<file path="src/sv/wlac_pkg.sv">
// Shared types and constants for the water level alarm controller.
// Depends on nothing; every other file of the block imports it.
`default_nettype none

package wlac_pkg;

    localparam int DIST_W     = 12;
    localparam int POT_W      = 10;
    localparam int TIME_W     = 32;
    localparam int BLINK_W    = 16;
    localparam int ANGLE_W    = 8;
    localparam int LEVEL_W    = 2;
    localparam int CFG_IDX_W  = 2;
    localparam int CFG_DATA_W = 16;

    // Serial divider: dividend holds |distance difference| * 180 < 2^20,
    // divisor holds a 12-bit span or the potentiometer span.
    localparam int DIV_W     = 20;
    localparam int DVS_W     = 12;
    localparam int DIV_CNT_W = $clog2(DIV_W + 1);

    localparam logic [ANGLE_W-1:0] ANGLE_MAX = 8'd180;
    localparam logic [POT_W-1:0]   POT_LOW   = 10'd10;
    localparam logic [DVS_W-1:0]   POT_SPAN  = 12'd990;

    localparam logic [DIST_W-1:0]  RST_NORMAL_THR   = 12'd100;
    localparam logic [DIST_W-1:0]  RST_PREALARM_THR = 12'd50;
    localparam logic [DIST_W-1:0]  RST_MAX_LEVEL    = 12'd20;
    localparam logic [BLINK_W-1:0] RST_BLINK_MS     = 16'd500;

    typedef enum logic [LEVEL_W-1:0] {
        LVL_NORMAL = 2'd0,
        LVL_PRE    = 2'd1,
        LVL_ALARM  = 2'd2
    } t_level;

    typedef enum logic [CFG_IDX_W-1:0] {
        REG_NORMAL_THR   = 2'd0,
        REG_PREALARM_THR = 2'd1,
        REG_MAX_LEVEL    = 2'd2,
        REG_BLINK_MS     = 2'd3
    } t_cfg_reg;

    typedef enum logic [1:0] {
        ST_IDLE,
        ST_EVAL,
        ST_DIV,
        ST_EMIT
    } t_state;

endpackage

`default_nettype wire

</file>
<file path="src/sv/wlac_div.sv">
// Bit-serial restoring divider for the valve angle, one quotient bit a cycle.
// Depends on wlac_pkg for operand widths.
`default_nettype none

module wlac_div (
    input  wire logic                         i_clk,
    input  wire logic                         i_rst_n,
    input  wire logic                         i_start,
    input  wire logic [wlac_pkg::DIV_W-1:0]   i_dividend,
    input  wire logic [wlac_pkg::DVS_W-1:0]   i_divisor,
    output logic                              o_done,
    output logic [wlac_pkg::DIV_W-1:0]        o_quotient
);
    import wlac_pkg::*;

    logic                 r_busy;
    logic                 r_done;
    logic [DIV_CNT_W-1:0] r_cnt;
    logic [DVS_W-1:0]     r_rem;
    logic [DVS_W-1:0]     r_dvs;
    logic [DIV_W-1:0]     r_quo;

    logic [DVS_W:0] w_trial;
    logic [DVS_W:0] w_diff;
    logic           w_ge;

    // Shift the next dividend bit into the partial remainder and try a subtract.
    assign w_trial = {r_rem, r_quo[DIV_W-1]};
    assign w_diff  = w_trial - {1'b0, r_dvs};
    assign w_ge    = (w_trial >= {1'b0, r_dvs});

    always_ff @(posedge i_clk) begin
        if (!i_rst_n) begin
            r_busy <= 1'b0;
            r_done <= 1'b0;
            r_cnt  <= '0;
        end else begin
            r_done <= 1'b0;
            if (i_start) begin
                r_busy <= 1'b1;
                r_cnt  <= DIV_CNT_W'(DIV_W);
            end else if (r_busy) begin
                r_cnt <= r_cnt - 1'b1;
                if (r_cnt == DIV_CNT_W'(1)) begin
                    r_busy <= 1'b0;
                    r_done <= 1'b1;
                end
            end
        end
    end

    always_ff @(posedge i_clk) begin
        if (i_start) begin
            r_rem <= '0;
            r_dvs <= i_divisor;
            r_quo <= i_dividend;
        end else if (r_busy) begin
            r_rem <= w_ge ? w_diff[DVS_W-1:0] : w_trial[DVS_W-1:0];
            r_quo <= {r_quo[DIV_W-2:0], w_ge};
        end
    end

    assign o_done     = r_done;
    assign o_quotient = r_quo;

endmodule

`default_nettype wire

</file>
<file path="src/sv/water_level_alarm_controller.sv">
// Top level of the water level alarm controller: config registers, control
// sequencer, state and result register. Depends on wlac_pkg and wlac_div.
`default_nettype none

// Each input beat is either a sonar sample (i_action = 0) or a manual button
// press (i_action = 1) and yields exactly one result beat. A sample is classed
// as normal, pre-alarm or alarm against the two thresholds and updates the
// LEDs, lighting permission and valve. The block takes one beat at a time.
// A button press, or a sample that needs no division, passes the evaluate
// and emit states; result valid rises and the input is ready again when the
// result register loads, which waits while an earlier result is not taken.
// An alarm sample whose valve angle needs a division also runs the 20-step
// bit-serial divider between the evaluate and emit states. The result sits
// in an output register, so the next beat is accepted while a result still
// waits. Configuration writes land at once and must only be issued while idle.
module water_level_alarm_controller (
    input  wire logic                             i_clk,
    input  wire logic                             i_rst_n,
    // configuration write port
    input  wire logic                             i_cfg_we,
    input  wire logic [wlac_pkg::CFG_IDX_W-1:0]   i_cfg_idx,
    input  wire logic [wlac_pkg::CFG_DATA_W-1:0]  i_cfg_data,
    // input channel
    input  wire logic                             i_in_valid,
    output logic                                  o_in_ready,
    input  wire logic                             i_action,
    input  wire logic [wlac_pkg::DIST_W-1:0]      i_distance_cm,
    input  wire logic [wlac_pkg::POT_W-1:0]       i_pot_value,
    input  wire logic [wlac_pkg::TIME_W-1:0]      i_now_ms,
    // result channel
    output logic                                  o_out_valid,
    input  wire logic                             i_out_ready,
    output logic [wlac_pkg::LEVEL_W-1:0]          o_level_state,
    output logic                                  o_green_led,
    output logic                                  o_red_led,
    output logic [wlac_pkg::ANGLE_W-1:0]          o_valve_angle,
    output logic                                  o_light_enable,
    output logic                                  o_backlight,
    output logic                                  o_manual_active
);
    import wlac_pkg::*;

    // configuration
    logic [DIST_W-1:0]  r_normal_thr;
    logic [DIST_W-1:0]  r_prealarm_thr;
    logic [DIST_W-1:0]  r_max_level;
    logic [BLINK_W-1:0] r_blink_ms;

    // sequencer
    t_state r_state;
    t_state n_state;

    // captured input beat
    logic              r_action;
    logic [DIST_W-1:0] r_dist;
    logic [POT_W-1:0]  r_pot;
    logic [TIME_W-1:0] r_now;

    // controller state
    t_level             r_prev_level;
    logic               r_manual;
    logic               r_red;
    logic [TIME_W-1:0]  r_last_toggle;
    logic [ANGLE_W-1:0] r_valve;
    logic               r_lights;

    // result register
    logic               r_out_valid;
    logic [LEVEL_W-1:0] r_out_level;
    logic               r_out_green;
    logic               r_out_red;
    logic [ANGLE_W-1:0] r_out_angle;
    logic               r_out_light;
    logic               r_out_back;
    logic               r_out_manual;

    // evaluation datapath
    t_level             w_level;
    logic               w_leave;
    logic               w_enter;
    logic               w_manual_eval;
    logic [TIME_W-1:0]  w_elapsed;
    logic               w_blink_due;
    logic [DIST_W:0]    w_den;
    logic [DIST_W:0]    w_num;
    logic [DIST_W:0]    w_den_neg;
    logic [DIST_W:0]    w_num_neg;
    logic [DIST_W-1:0]  w_den_mag;
    logic [DIST_W-1:0]  w_num_mag;
    logic               w_pot_pos;
    logic [POT_W-1:0]   w_pot_off;
    logic               w_fast;
    logic [ANGLE_W-1:0] w_fast_angle;
    logic [DIV_W-1:0]   w_dividend;
    logic [DVS_W-1:0]   w_divisor;
    logic               w_div_start;
    logic               w_div_done;
    logic [DIV_W-1:0]   w_quotient;
    logic [ANGLE_W-1:0] w_div_angle;
    logic               w_out_free;
    logic               w_in_beat;

    assign w_in_beat  = i_in_valid & o_in_ready;
    assign w_out_free = !r_out_valid || i_out_ready;

    // Configuration registers.
    always_ff @(posedge i_clk) begin
        if (!i_rst_n) begin
            r_normal_thr   <= RST_NORMAL_THR;
            r_prealarm_thr <= RST_PREALARM_THR;
            r_max_level    <= RST_MAX_LEVEL;
            r_blink_ms     <= RST_BLINK_MS;
        end else if (i_cfg_we) begin
            unique case (t_cfg_reg'(i_cfg_idx))
                REG_NORMAL_THR:   r_normal_thr   <= i_cfg_data[DIST_W-1:0];
                REG_PREALARM_THR: r_prealarm_thr <= i_cfg_data[DIST_W-1:0];
                REG_MAX_LEVEL:    r_max_level    <= i_cfg_data[DIST_W-1:0];
                REG_BLINK_MS:     r_blink_ms     <= i_cfg_data[BLINK_W-1:0];
                default:          ;
            endcase
        end
    end

    // Class the sample against the thresholds.
    always_comb begin
        priority if (r_dist > r_normal_thr) begin
            w_level = LVL_NORMAL;
        end else if (r_dist > r_prealarm_thr) begin
            w_level = LVL_PRE;
        end else begin
            w_level = LVL_ALARM;
        end
    end

    assign w_leave       = (r_prev_level == LVL_ALARM) && (w_level != LVL_ALARM);
    assign w_enter       = (r_prev_level != LVL_ALARM) && (w_level == LVL_ALARM);
    assign w_manual_eval = (w_leave || w_enter) ? 1'b0 : r_manual;

    // Elapsed time wraps modulo 2^32.
    assign w_elapsed   = r_now - r_last_toggle;
    assign w_blink_due = (w_elapsed >= {{(TIME_W-BLINK_W){1'b0}}, r_blink_ms});

    // Signed spans of the distance mapping, split into sign and magnitude.
    assign w_den     = {1'b0, r_max_level} - {1'b0, r_prealarm_thr};
    assign w_num     = {1'b0, r_dist} - {1'b0, r_prealarm_thr};
    assign w_den_neg = -w_den;
    assign w_num_neg = -w_num;
    assign w_den_mag = w_den[DIST_W] ? w_den_neg[DIST_W-1:0] : w_den[DIST_W-1:0];
    assign w_num_mag = w_num[DIST_W] ? w_num_neg[DIST_W-1:0] : w_num[DIST_W-1:0];

    assign w_pot_pos = (r_pot > POT_LOW);
    assign w_pot_off = r_pot - POT_LOW;

    // Resolve the angle without dividing where sign or a zero span settles it:
    // a non-positive quotient clamps to zero, equal bounds open fully.
    always_comb begin
        w_fast       = 1'b0;
        w_fast_angle = '0;
        if (w_manual_eval) begin
            w_fast = !w_pot_pos;
        end else if (w_den == '0) begin
            w_fast       = 1'b1;
            w_fast_angle = ANGLE_MAX;
        end else if ((w_num == '0) || (w_num[DIST_W] != w_den[DIST_W])) begin
            w_fast = 1'b1;
        end
    end

    always_comb begin
        if (w_manual_eval) begin
            w_dividend = DIV_W'({{(DIV_W-POT_W){1'b0}}, w_pot_off} * DIV_W'(ANGLE_MAX));
            w_divisor  = POT_SPAN;
        end else begin
            w_dividend = DIV_W'({{(DIV_W-DIST_W){1'b0}}, w_num_mag} * DIV_W'(ANGLE_MAX));
            w_divisor  = w_den_mag;
        end
    end

    assign w_div_start = (r_state == ST_EVAL) && !r_action &&
                         (w_level == LVL_ALARM) && !w_fast;

    wlac_div u_div (
        .i_clk      (i_clk),
        .i_rst_n    (i_rst_n),
        .i_start    (w_div_start),
        .i_dividend (w_dividend),
        .i_divisor  (w_divisor),
        .o_done     (w_div_done),
        .o_quotient (w_quotient)
    );

    // Saturate the quotient to the servo range.
    assign w_div_angle = (w_quotient > DIV_W'(ANGLE_MAX)) ? ANGLE_MAX
                                                          : w_quotient[ANGLE_W-1:0];

    // Sequencer.
    always_ff @(posedge i_clk) begin
        if (!i_rst_n) begin
            r_state <= ST_IDLE;
        end else begin
            r_state <= n_state;
        end
    end

    always_comb begin
        n_state    = r_state;
        o_in_ready = 1'b0;
        unique case (r_state)
            ST_IDLE: begin
                o_in_ready = 1'b1;
                if (i_in_valid) begin
                    n_state = ST_EVAL;
                end
            end
            ST_EVAL: begin
                n_state = w_div_start ? ST_DIV : ST_EMIT;
            end
            ST_DIV: begin
                if (w_div_done) begin
                    n_state = ST_EMIT;
                end
            end
            ST_EMIT: begin
                if (w_out_free) begin
                    n_state = ST_IDLE;
                end
            end
            default: n_state = ST_IDLE;
        endcase
    end

    // Capture the input beat.
    always_ff @(posedge i_clk) begin
        if (w_in_beat) begin
            r_action <= i_action;
            r_dist   <= i_distance_cm;
            r_pot    <= i_pot_value;
            r_now    <= i_now_ms;
        end
    end

    // Controller state update.
    always_ff @(posedge i_clk) begin
        if (!i_rst_n) begin
            r_prev_level  <= LVL_NORMAL;
            r_manual      <= 1'b0;
            r_red         <= 1'b0;
            r_last_toggle <= '0;
            r_valve       <= '0;
            r_lights      <= 1'b1;
        end else if (r_state == ST_EVAL) begin
            if (r_action) begin
                r_manual <= !r_manual;
            end else begin
                r_prev_level <= w_level;
                r_manual     <= w_manual_eval;
                if (w_leave) begin
                    r_lights <= 1'b1;
                    r_valve  <= '0;
                end
                unique case (w_level)
                    LVL_NORMAL: r_red <= 1'b0;
                    LVL_PRE: begin
                        if (w_blink_due) begin
                            r_red         <= !r_red;
                            r_last_toggle <= r_now;
                        end
                    end
                    LVL_ALARM: begin
                        r_lights <= 1'b0;
                        r_red    <= 1'b1;
                        if (w_fast) begin
                            r_valve <= w_fast_angle;
                        end
                    end
                    default: ;
                endcase
            end
        end else if ((r_state == ST_DIV) && w_div_done) begin
            r_valve <= w_div_angle;
        end
    end

    // Result register: load the held state, drop valid once the beat is taken.
    always_ff @(posedge i_clk) begin
        if (!i_rst_n) begin
            r_out_valid <= 1'b0;
        end else if ((r_state == ST_EMIT) && w_out_free) begin
            r_out_valid <= 1'b1;
        end else if (i_out_ready) begin
            r_out_valid <= 1'b0;
        end
    end

    always_ff @(posedge i_clk) begin
        if ((r_state == ST_EMIT) && w_out_free) begin
            r_out_level  <= r_prev_level;
            r_out_green  <= (r_prev_level != LVL_ALARM);
            r_out_red    <= r_red;
            r_out_angle  <= r_valve;
            r_out_light  <= r_lights;
            r_out_back   <= (r_prev_level != LVL_NORMAL);
            r_out_manual <= r_manual;
        end
    end

    assign o_out_valid     = r_out_valid;
    assign o_level_state   = r_out_level;
    assign o_green_led     = r_out_green;
    assign o_red_led       = r_out_red;
    assign o_valve_angle   = r_out_angle;
    assign o_light_enable  = r_out_light;
    assign o_backlight     = r_out_back;
    assign o_manual_active = r_out_manual;

endmodule

`default_nettype wire

</file>
<file path="config.mk">
export PLATFORM = sky130hd
export DESIGN_NAME = water_level_alarm_controller
export DESIGN_NICKNAME = d
export VERILOG_FILES = /design/src/sv/wlac_pkg.sv /design/src/sv/wlac_div.sv /design/src/sv/water_level_alarm_controller.sv
export SDC_FILE = /design/constraint.sdc
export NUM_CORES = 1
export LEC_CHECK = 0
export BUFFER_PORTS_ARGS = -buffer_cell sky130_fd_sc_hd__buf_2
export CAP_MARGIN = 15
export CORE_UTILIZATION = 35
export DETAILED_ROUTE_END_ITERATION = 10
export HOLD_SLACK_MARGIN = 0.02
export SETUP_SLACK_MARGIN = 0.1
export SLEW_MARGIN = 10
export SYNTH_ARGS = -nofsm -noshare
export SYNTH_HDL_FRONTEND = slang
export SYNTH_SLANG_ARGS = --single-unit
export TNS_END_PERCENT = 100
</file>
<file path="constraint.sdc">
create_clock -name i_clk -period 11.05 [get_ports i_clk]
set_input_delay 2.21 -clock i_clk [delete_from_list [all_inputs] [get_ports i_clk]]
set_output_delay 2.21 -clock i_clk [all_outputs]
set_load 0.02 [all_outputs]
</file>
==> flow_metrics.py, run 1 <==
metrics = {
    "critical_path": {
        "crit_type": "flip-flop to flip-flop",
        "cp_max_fo": 6,
        "worstPathRequired_ps": 11340,
        "r2r_slack_ps": 4730,
        "reg2reg_depth": 27,
        "slowest_stage": "fa_1",
        "start_kind": "flip-flop",
        "cp_data_arrival_time_ps": 6610,
        "cp_slowest_stage_delay_ps": 540,
        "r2r_end": "u_div.o_quotient[18]",
        "reg2reg_from": "r_dist[0]",
        "cp-end-kind": "flip-flop",
    },
    "cts": {
        "clockRootBuffer": "clkbuf_16",
        "hold_buffers": 0,
        "clock_tree.buffer_depth": 3,
        "clk_pin_slew_worst_paths_ps": 60,
        "h-tree-depth": 1,
        "clock_latency_ps": 560,
        "clkSinkCount": 221,
        "cts_made_buffers": 26,
        "cts_resized": 0,
        "cts_tree": "yes",
        "post_cts_buffers": 0,
    },
    "yosys": {
        "async_flop_share_pct": 0,
        "synth.distinct_cells": 78,
        "yosysWarnings": 0,
        "yosysSeqAreaShare_pct": 34.5,
        "synth_top_area_cell": "edfxtp_1",
        "synth-edff-count": 102,
        "synth.top_cells.by_count": "nand2_1, inv_1, ha_1",
        "postSynthAreaPerCell_sq_um": 8.90,
        "yosys-top-cells-area": "edfxtp_1, dfxtp_1, ha_1, nand2_1, inv_1",
        "synth_ff_type": "dfxtp_1",
        "synthMostInstantiatedCell": "nand2_1",
        "synth_area_sq_um": 15800,
        "ys_seq_elements": 221,
        "syn_nets": 2051,
        "synth_cells": 1773,
        "synth_top_area_share_pct": 19.4,
    },
    "placed_design": {
        "gp_congestion": 0.847,
        "portBuffers": 94,
        "dp.cells": 2412,
        "hpwlAfterDp_um": 28700,
        "dp_slack_ps": 4770,
    },
    "min_path": {
        "hold_start": "r_valve[7]",
        "worstHoldPathCells": 0,
        "holdPathEnd": "o_valve_angle[7]",
        "worst_hold_path_type": "flip-flop to flip-flop",
    },
    "timing": {
        "setup-tns-final_ps": 0,
        "finalSetupViolCount": 0,
        "fmaxAchievable_mhz": 158,
        "rsz0062_at_grt": "false",
        "fin_crit_sh_pct": 57.2,
        "relSlewSlack_pct": 31.0,
        "setup_ws_ps": 4730,
        "min_period_ps": 6320,
        "drv_slew": 0,
        "fin_worst_skew_ps": 29.8,
        "hold_viol_final": 0,
        "worst_slew_pin_slew_ps": 1030,
    },
    "global_route": {
        "grt_first_pass_wirelength_um": 60800,
        "grt_usage_pct": 16.0,
        "grt_pass1_vias": 12024,
        "antenna_found_initial": 0,
        "overflow": 0,
        "grt_max_degree": 84,
    },
    "status": {
        "status": "finished, final reports clean",
    },
    "cells_and_area": {
        "antennaDiodeCount": 0,
        "final_nets": 2127,
        "area_growth_pct": 12.0,
        "final_layout_size_suffix_gt1_share_pct": 9.42,
        "final_core_util_pct": 39.9,
        "fin_cells": 2461,
    },
    "floorplanning": {
        "ios": 95,
        "dieArea_sq_um": 46000,
        "die_h_um": 214,
        "core_sq_um": 44300,
        "rows": 77,
        "initial_utilization_pct": 35.6,
        "fp.dieW_um": 214,
    },
    "route": {
        "via_per_inst": 4.96,
        "vias": 12218,
        "post-route-drc-count": 0,
        "routed_wl_um": 36900,
        "post_drt_wl_per_cell_um": 15.0,
        "wl_met3_um": 1270,
        "wl_met2_um": 17400,
        "drtIter0Drc": 564,
        "highest_layer": "met4",
        "wl_met1_um": 17600,
        "ant_nets": 0,
        "firstDrtPassIters": 4,
    },
    "run": {
        "max_cap_violations": 0,
    },
}
metal layers:
layer  up-vias  track usage, %
li1       6338               -
met1      5660            21.4
met2       188            27.3
met3        32            2.17
met4         0            3.17
met5         -               0
cells by family (layout without fill, tap and decap cells):
logic type / count (synthesis) / after routing / share of synthesized area (%)
DFF: 221 / 221 / 34.5
xor gates and xnor gates: 98 / 98 / 5.44
adders and majority gates: 200 / 200 / 17.3
buffers and inverters: 248 / 344 / 6.24
and+or+nand+nor: 547 / 547 / 16.1
AOI/OAI and AO/OA: 408 / 408 / 17.1
muxes: 51 / 51 / 3.27
how the worst max path moves through the flow:
stage,startpoint,end,slack [ps],depth (start not counted)
global route,r_dist[0],u_div.o_quotient[18],4260,27
detailed placement,r_dist[0],u_div.o_quotient[18],4770,27
CTS,r_dist[0],u_div.o_quotient[18],4730,27
floorplan,r_prealarm_thr[1],u_div.o_quotient[18],5220,24
global placement,r_dist[0],u_div.o_quotient[18],4840,27
finish,r_dist[0],u_div.o_quotient[18],4730,27
per-stage QoR:
| step | instance area (sq um) | hold slack, ps |
|---|---|---|
| CTS | 17700 | 438 |
| floorplan | 15800 | 402 |
| detailed placement | 16800 | 423 |
| global route | 17700 | 450 |
| global placement | 16800 | 420 |
| finish | 17700 | 440 |
state kept, by name, indices dropped and copies added (netlist names), 2 cells and up:
name,count
o_level_state,2
u_div.r_cnt,5
u_div.r_rem,12
r_blink_ms,16
u_div.o_quotient,20
r_dist,12
r_last_toggle,32
o_valve_angle,8
r_pot,10
r_valve,8
r_prev_level,2
r_now,32
u_div.r_dvs,12
r_normal_thr,12
r_max_level,12
r_state,2
r_prealarm_thr,12
critical path, delay by kind of cell, from the launching register on:
family	cells	cell delay, ps
simple gates	4	620
compound gates	12	2290
fa+ha+maj	6	2160
xor+xnor	2	400
flops	1	370
buf+inv	3	190
cell usage in the layout, fill, tap and decap left out, types with 18 or more instances in the layout:
| cell type | Yosys | layout |
|---|---|---|
| inv_1 | 192 | 192 |
| a21boi_0 | 43 | 43 |
| a21o_1 | 37 | 37 |
| o211ai_1 | 29 | 29 |
| nor2b_1 | 22 | 22 |
| nor3_1 | 32 | 32 |
| ha_1 | 169 | 169 |
| xor2_1 | 32 | 32 |
| nand2_1 | 259 | 259 |
| nor2_1 | 97 | 96 |
| buf_2 | 6 | 93 |
| xnor2_1 | 66 | 66 |
| clkbuf_16 | 0 | 27 |
| nand4_1 | 19 | 19 |
| o21ai_0 | 82 | 82 |
| a21oi_1 | 88 | 88 |
| nand3_1 | 25 | 25 |
| a31oi_1 | 19 | 19 |
| mux2i_1 | 47 | 47 |
| a211oi_1 | 18 | 18 |
| dfxtp_1 | 119 | 119 |
| fa_1 | 31 | 31 |
| edfxtp_1 | 102 | 102 |
| o21a_1 | 20 | 20 |
cell type report:
type                            instances  area, sq um
Timing Repair Buffer                  103          553
Fill cell                            4536        26600
Clock buffer                           37          723
Tap cell                              592          741
Clock inverter                         11          128
Sequential cell                       221         5450
Multi-Input combinational cell       1304         9370
Inverter                              193          724
Power of run 1 is left out: the tool's default activity adds up to more than one toggle a clock period on the data nets, which glitch-free logic cannot reach.
==> inputs of run 2 (changes only) <==
ABC_AREA = 1   (was unset)
clock period = 6.5 ns   (was 11.05 ns; I/O delays follow)
==> run 2 against run 1 <==
Wire length rose by 14%; synthesized cell count increased by 30%; clock skew shrank 14 ps; die area is 6.2% higher; register-to-register slack lost 3900 ps; fmax increased by 12%; hold slack better by 15 ps; sequential cell count did not move; via count up 20%.
==> flow_metrics.py, run 2 <==
metrics = {
    "critical_path": {
        "r2r_slack_ps": 840,
        "slowest_stage": "a21oi_2",
        "reg2reg_from": "r_dist[0]",
        "reg2reg_depth": 30,
        "start_kind": "flip-flop",
        "startpoint": "r_dist[0]",
        "worstPathRequired_ps": 6810,
        "cp_max_fo": 13,
        "r2r_end": "u_div.o_quotient[18]",
        "crit_type": "flip-flop to flip-flop",
        "cp_data_arrival_time_ps": 5970,
        "cp_slowest_stage_delay_ps": 480,
        "crit_top_cell": "inv_1",
        "cp-end-kind": "flip-flop",
    },
    "cells_and_area": {
        "final_layout_size_suffix_gt1_share_pct": 7.86,
        "antennaDiodeCount": 0,
        "final_cell_mix": "nand2_1, inv_1, nor2_1, a21oi_1, ha_1",
        "layout_commonest_cell": "nand2_1",
        "final_nets": 2674,
        "area_growth_pct": 11.4,
        "fillers": 4824,
    },
    "cts": {
        "post_cts_buffers": 0,
        "cts_made_buffers": 27,
        "clock_tree.buffer_depth": 3,
        "clockRootBuffer": "clkbuf_16",
        "h-tree-depth": 1,
        "clock_latency_ps": 550,
        "clkSinkCount": 221,
        "hold_buffers": 0,
        "clk_pin_slew_worst_paths_ps": 70,
        "cts_tree": "yes",
    },
    "status": {
        "status": "finished, final reports clean",
    },
    "route": {
        "post-route-drc-count": 0,
        "firstDrtPassIters": 5,
        "drtIter0Drc": 872,
        "routed_wl_um": 42200,
        "vias": 14662,
        "via_per_inst": 4.85,
        "ant_nets": 0,
        "post_drt_wl_per_cell_um": 14.0,
    },
    "floorplanning": {
        "die_h_um": 221,
        "fp.dieW_um": 221,
        "initial_utilization_pct": 35.7,
        "core_sq_um": 47000,
        "ios": 95,
        "rows": 79,
        "dieArea_sq_um": 48800,
    },
    "yosys": {
        "synth_top_area_cell": "edfxtp_1",
        "yosys-top-cells-area": "edfxtp_1, dfxtp_1, ha_1, nand2_1, inv_1",
        "syn_nets": 2591,
        "synth_cells": 2313,
        "synth_top_area_share_pct": 18.3,
        "yosysSeqAreaShare_pct": 32.5,
        "postSynthAreaPerCell_sq_um": 7.25,
        "synthMostInstantiatedCell": "nand2_1",
        "ys_seq_elements": 221,
        "synth_ff_type": "dfxtp_1",
        "synth.top_cells.by_count": "nand2_1, inv_1, nor2_1",
        "async_flop_share_pct": 0,
        "yosysWarnings": 0,
        "synth.distinct_cells": 52,
        "synth-edff-count": 102,
        "synth_area_sq_um": 16800,
    },
    "min_path": {
        "hold_start": "r_lights",
        "worst_hold_path_type": "flip-flop to flip-flop",
        "holdPathEnd": "o_light_enable",
        "worstHoldPathCells": 0,
    },
    "timing": {
        "worst_slew_pin_slew_ps": 1020,
        "min_period_ps": 5660,
        "hold_viol_final": 0,
        "fin_worst_skew_ps": 15.9,
        "fin_crit_sh_pct": 87.1,
        "drv_slew": 0,
        "fmaxAchievable_mhz": 177,
        "setup-tns-final_ps": 0,
        "finalSetupViolCount": 0,
        "rsz0062_at_grt": "false",
        "relSlewSlack_pct": 31.9,
    },
    "global_route": {
        "grt_first_pass_wirelength_um": 69500,
        "grt_usage_pct": 17.2,
        "antenna_found_initial": 0,
        "grt_max_degree": 76,
        "grt_pass1_vias": 14198,
        "overflow": 0,
    },
    "run": {
        "max_cap_violations": 0,
    },
    "placed_design": {
        "gp_congestion": 0.906,
        "hpwlAfterDp_um": 33300,
        "portBuffers": 94,
    },
}
## run 2: cell families after synthesis
group                      share of synthesized area [%]
AOI/OAI and AO/OA                                   12.9
xor gates and xnor gates                            3.18
adders and majority gates                           16.3
buffers and inverters                               11.4
DFF                                                 32.5
and+or+nand+nor                                     23.8
## run 2: per-stage QoR
step	instances	utilization [%]	setup slack [ps]	hold slack, ps	area [sq um]
floorplan	2313	-	1460	402	16800
global placement	2974	37.9	760	445	17800
detailed placement	2974	37.9	584	450	17800
CTS	3023	39.8	577	464	18700
global route	3023	39.8	128	471	18700
finish	3023	39.8	836	456	18700
## run 2: worst max path at each step
stage	to	depth (start not counted)	slack, ps
6_report	u_div.o_quotient[18]	30	840
4_1_cts	u_div.o_quotient[18]	26	580
2_1_floorplan	u_div.o_quotient[15]	32	1460
3_3_place_gp	u_div.o_quotient[18]	26	760
3_5_place_dp	u_div.o_quotient[18]	26	580
5_1_grt	u_div.o_quotient[18]	30	130
## run 2: routing by layer
layer	wire (um)	vias up	GRT usage [%]	share of wire [%]
li1	-	7658	-	-
met1	19100	6693	21.3	45
met2	20600	250	31.3	49
met3	1380	61	2.12	3.3
met4	1140	0	4.85	2.7
met5	0	-	0	0
## run 2: critical path, delay by kind of cell (launching register included)
kind	cells	cell delay, ps
DFF	1	360
AOI/OAI and AO/OA	10	1940
adders and majority gates	7	1940
buffers and inverters	7	580
xor gates and xnor gates	1	170
and+or+nand+nor	5	460
## run 2: area by class of cell
class	instances	area [sq um]	share of cell area, %
clock inverters	18	184	0.984
flip-flops and latches	221	5450	29.1
clock buffers	31	701	3.75
well taps	607	759	4.06
repair buffers	102	531	2.84
multi-input cells	1606	9430	50.5
inverters	438	1640	8.79
## run 2: timing repair
| item | CTS | global route |
|---|---|---|
| gates resized for setup | 0 | 1 |
| setup endpoints to repair | 0 | 2 |
| hold endpoints to repair | 0 | 0 |
Power of run 2 is left out for the same reason.
==> inputs of run 3 (changes only) <==
clock period = 5.4 ns   (was 6.5 ns; I/O delays follow)
==> run 3 against run 2 <==
Sequential share of layout area is 0.69 points lower; non-clock buffer count grew 16; wire length rose by 1.9%; final area grew 2.4%; critical path depth fell by 3; register-to-register slack got worse by 470 ps; largest cell class unchanged; cell count is 0.50% higher; clock-buffer cell count is 3 higher; clock skew rose by 3.4 ps.
==> flow_metrics.py, run 3 (synthesis gave the netlist of run 2 again) <==
metrics = {
    "status": {
        "status": "finished, final reports clean",
    },
    "floorplanning": {
        "die_h_um": 221,
        "fp.dieW_um": 221,
        "ios": 95,
        "initial_utilization_pct": 35.7,
        "core_sq_um": 47000,
        "rows": 79,
        "dieArea_sq_um": 48800,
    },
    "cells_and_area": {
        "area_growth_pct": 14.1,
        "final_cell_mix": "nand2_1, inv_1, nor2_1, a21oi_1, ha_1",
        "final_core_util_pct": 40.8,
        "fillers": 4822,
        "final_nets": 2689,
        "layout_commonest_cell": "nand2_1",
        "antennaDiodeCount": 0,
        "final_layout_size_suffix_gt1_share_pct": 10.4,
    },
    "critical_path": {
        "cp-end-kind": "flip-flop",
        "r2r_slack_ps": 370,
        "start_kind": "flip-flop",
        "reg2reg_from": "r_dist[0]",
        "slowest_stage": "fa_2",
        "cp_slowest_stage_delay_ps": 560,
        "crit_family": "adder cells",
        "reg2reg_depth": 27,
        "cp_data_arrival_time_ps": 5330,
        "crit_type": "flip-flop to flip-flop",
        "worstPathRequired_ps": 5700,
        "r2r_end": "u_div.o_quotient[15]",
        "crit_top_cell": "nand2_1",
        "path_buf_inv": 4,
        "cp_max_fo": 5,
    },
    "global_route": {
        "grt_pass1_vias": 14609,
        "grt_usage_pct": 17.4,
        "grt_max_degree": 66,
        "antenna_found_initial": 1,
        "overflow": 0,
        "grt_first_pass_wirelength_um": 70400,
    },
    "cts": {
        "hold_buffers": 0,
        "cts_made_buffers": 26,
        "clkSinkCount": 221,
        "clockRootBuffer": "clkbuf_16",
        "h-tree-depth": 1,
        "clock_tree.buffer_depth": 3,
        "clock_latency_ps": 560,
        "clk_pin_slew_worst_paths_ps": 60,
        "cts_tree": "yes",
    },
    "timing": {
        "setup_ws_ps": 370,
        "drv_slew": 0,
        "worst_slew_pin_slew_ps": 1090,
        "min_period_ps": 5030,
        "fmaxAchievable_mhz": 199,
        "fin_worst_skew_ps": 19.3,
        "setup-tns-final_ps": 0,
        "rsz0062_at_grt": "false",
        "hold_viol_final": 0,
        "fin_crit_sh_pct": 93.1,
        "relSlewSlack_pct": 27.3,
        "finalSetupViolCount": 0,
        "holdWs_ps": 460,
    },
    "route": {
        "routed_wl_um": 43000,
        "ant_nets": 0,
        "vias": 14799,
        "via_per_inst": 4.87,
        "post_drt_wl_per_cell_um": 14.1,
        "post-route-drc-count": 0,
        "firstDrtPassIters": 5,
        "drtIter0Drc": 752,
    },
    "run": {
        "max_cap_violations": 0,
    },
    "placed_design": {
        "hpwlAfterDp_um": 33900,
        "dp_slack_ps": -40.5,
        "portBuffers": 94,
        "gp_congestion": 0.879,
    },
    "min_path": {
        "holdPathEnd": "o_valve_angle[6]",
        "hold_start": "r_valve[6]",
        "worst_hold_path_type": "flip-flop to flip-flop",
        "worstHoldPathCells": 0,
    },
}
-- run 3: cell types whose count changed in the layout (fill, tap and decap cells not counted), sizes merged --
cell,previous run,this run
clkinvlp,5,0
clkbuf,31,34
buf,102,118
bufinv,3,5
inv,439,438
-- run 3: timing repair --
item | 4_1_cts | 5_1_grt
endpoints found under the setup margin | 2 | 10
resized for setup | 3 | 61
pin swaps | 1 | 15
hold endpoints to repair | 0 | 0
buffers inserted | 1 | 6
-- run 3: area by class of cell --
cell class / instances / area [sq um] / share of cell area [%]
Clock buffer: 34 / 711 / 3.71
Clock inverter: 14 / 208 / 1.08
Inverter: 438 / 1640 / 8.59
Multi-Input combinational cell: 1606 / 9710 / 50.7
Sequential cell: 221 / 5450 / 28.4
Tap cell: 607 / 759 / 3.97
Timing Repair Buffer: 118 / 667 / 3.48
-- run 3: worst reg2reg max path, delay by kind of cell (launching register included) --
| family | cells | cell delay, ps |
|---|---|---|
| AOI/OAI and AO/OA | 5 | 480 |
| DFF | 1 | 340 |
| xor gates and xnor gates | 1 | 160 |
| adders and majority gates | 7 | 2510 |
| buffers and inverters | 4 | 240 |
| and+or+nand+nor | 10 | 1050 |
-- run 3: layer usage --
layer	up-vias	track usage [%]	share of wire [%]
met5	-	0	0
met4	0	6.52	4.0
li1	7666	-	-
met3	87	1.83	2.8
met2	247	31.6	49
met1	6799	21.1	45
-- run 3: worst max-delay path by stage --
stage	slack (ps)	to	startpoint	cells after the start
finish	370	u_div.o_quotient[15]	r_dist[0]	27
global route	60	u_div.o_quotient[15]	r_dist[0]	30
CTS	110	u_div.o_quotient[15]	r_dist[0]	27
detailed placement	-40	u_div.o_quotient[15]	r_dist[0]	31
global placement	70	u_div.o_quotient[15]	r_dist[0]	31
floorplan	360	u_div.o_quotient[15]	r_dist[0]	32
-- run 3: per-stage QoR --
step / cell area (sq um) / instances
after floorplan: 16800 / 2313
after global placement: 17900 / 2983
after detailed placement: 17900 / 2983
after CTS: 18800 / 3032
after global routing: 19100 / 3038
final: 19100 / 3038
Power of run 3 is left out for the same reason.
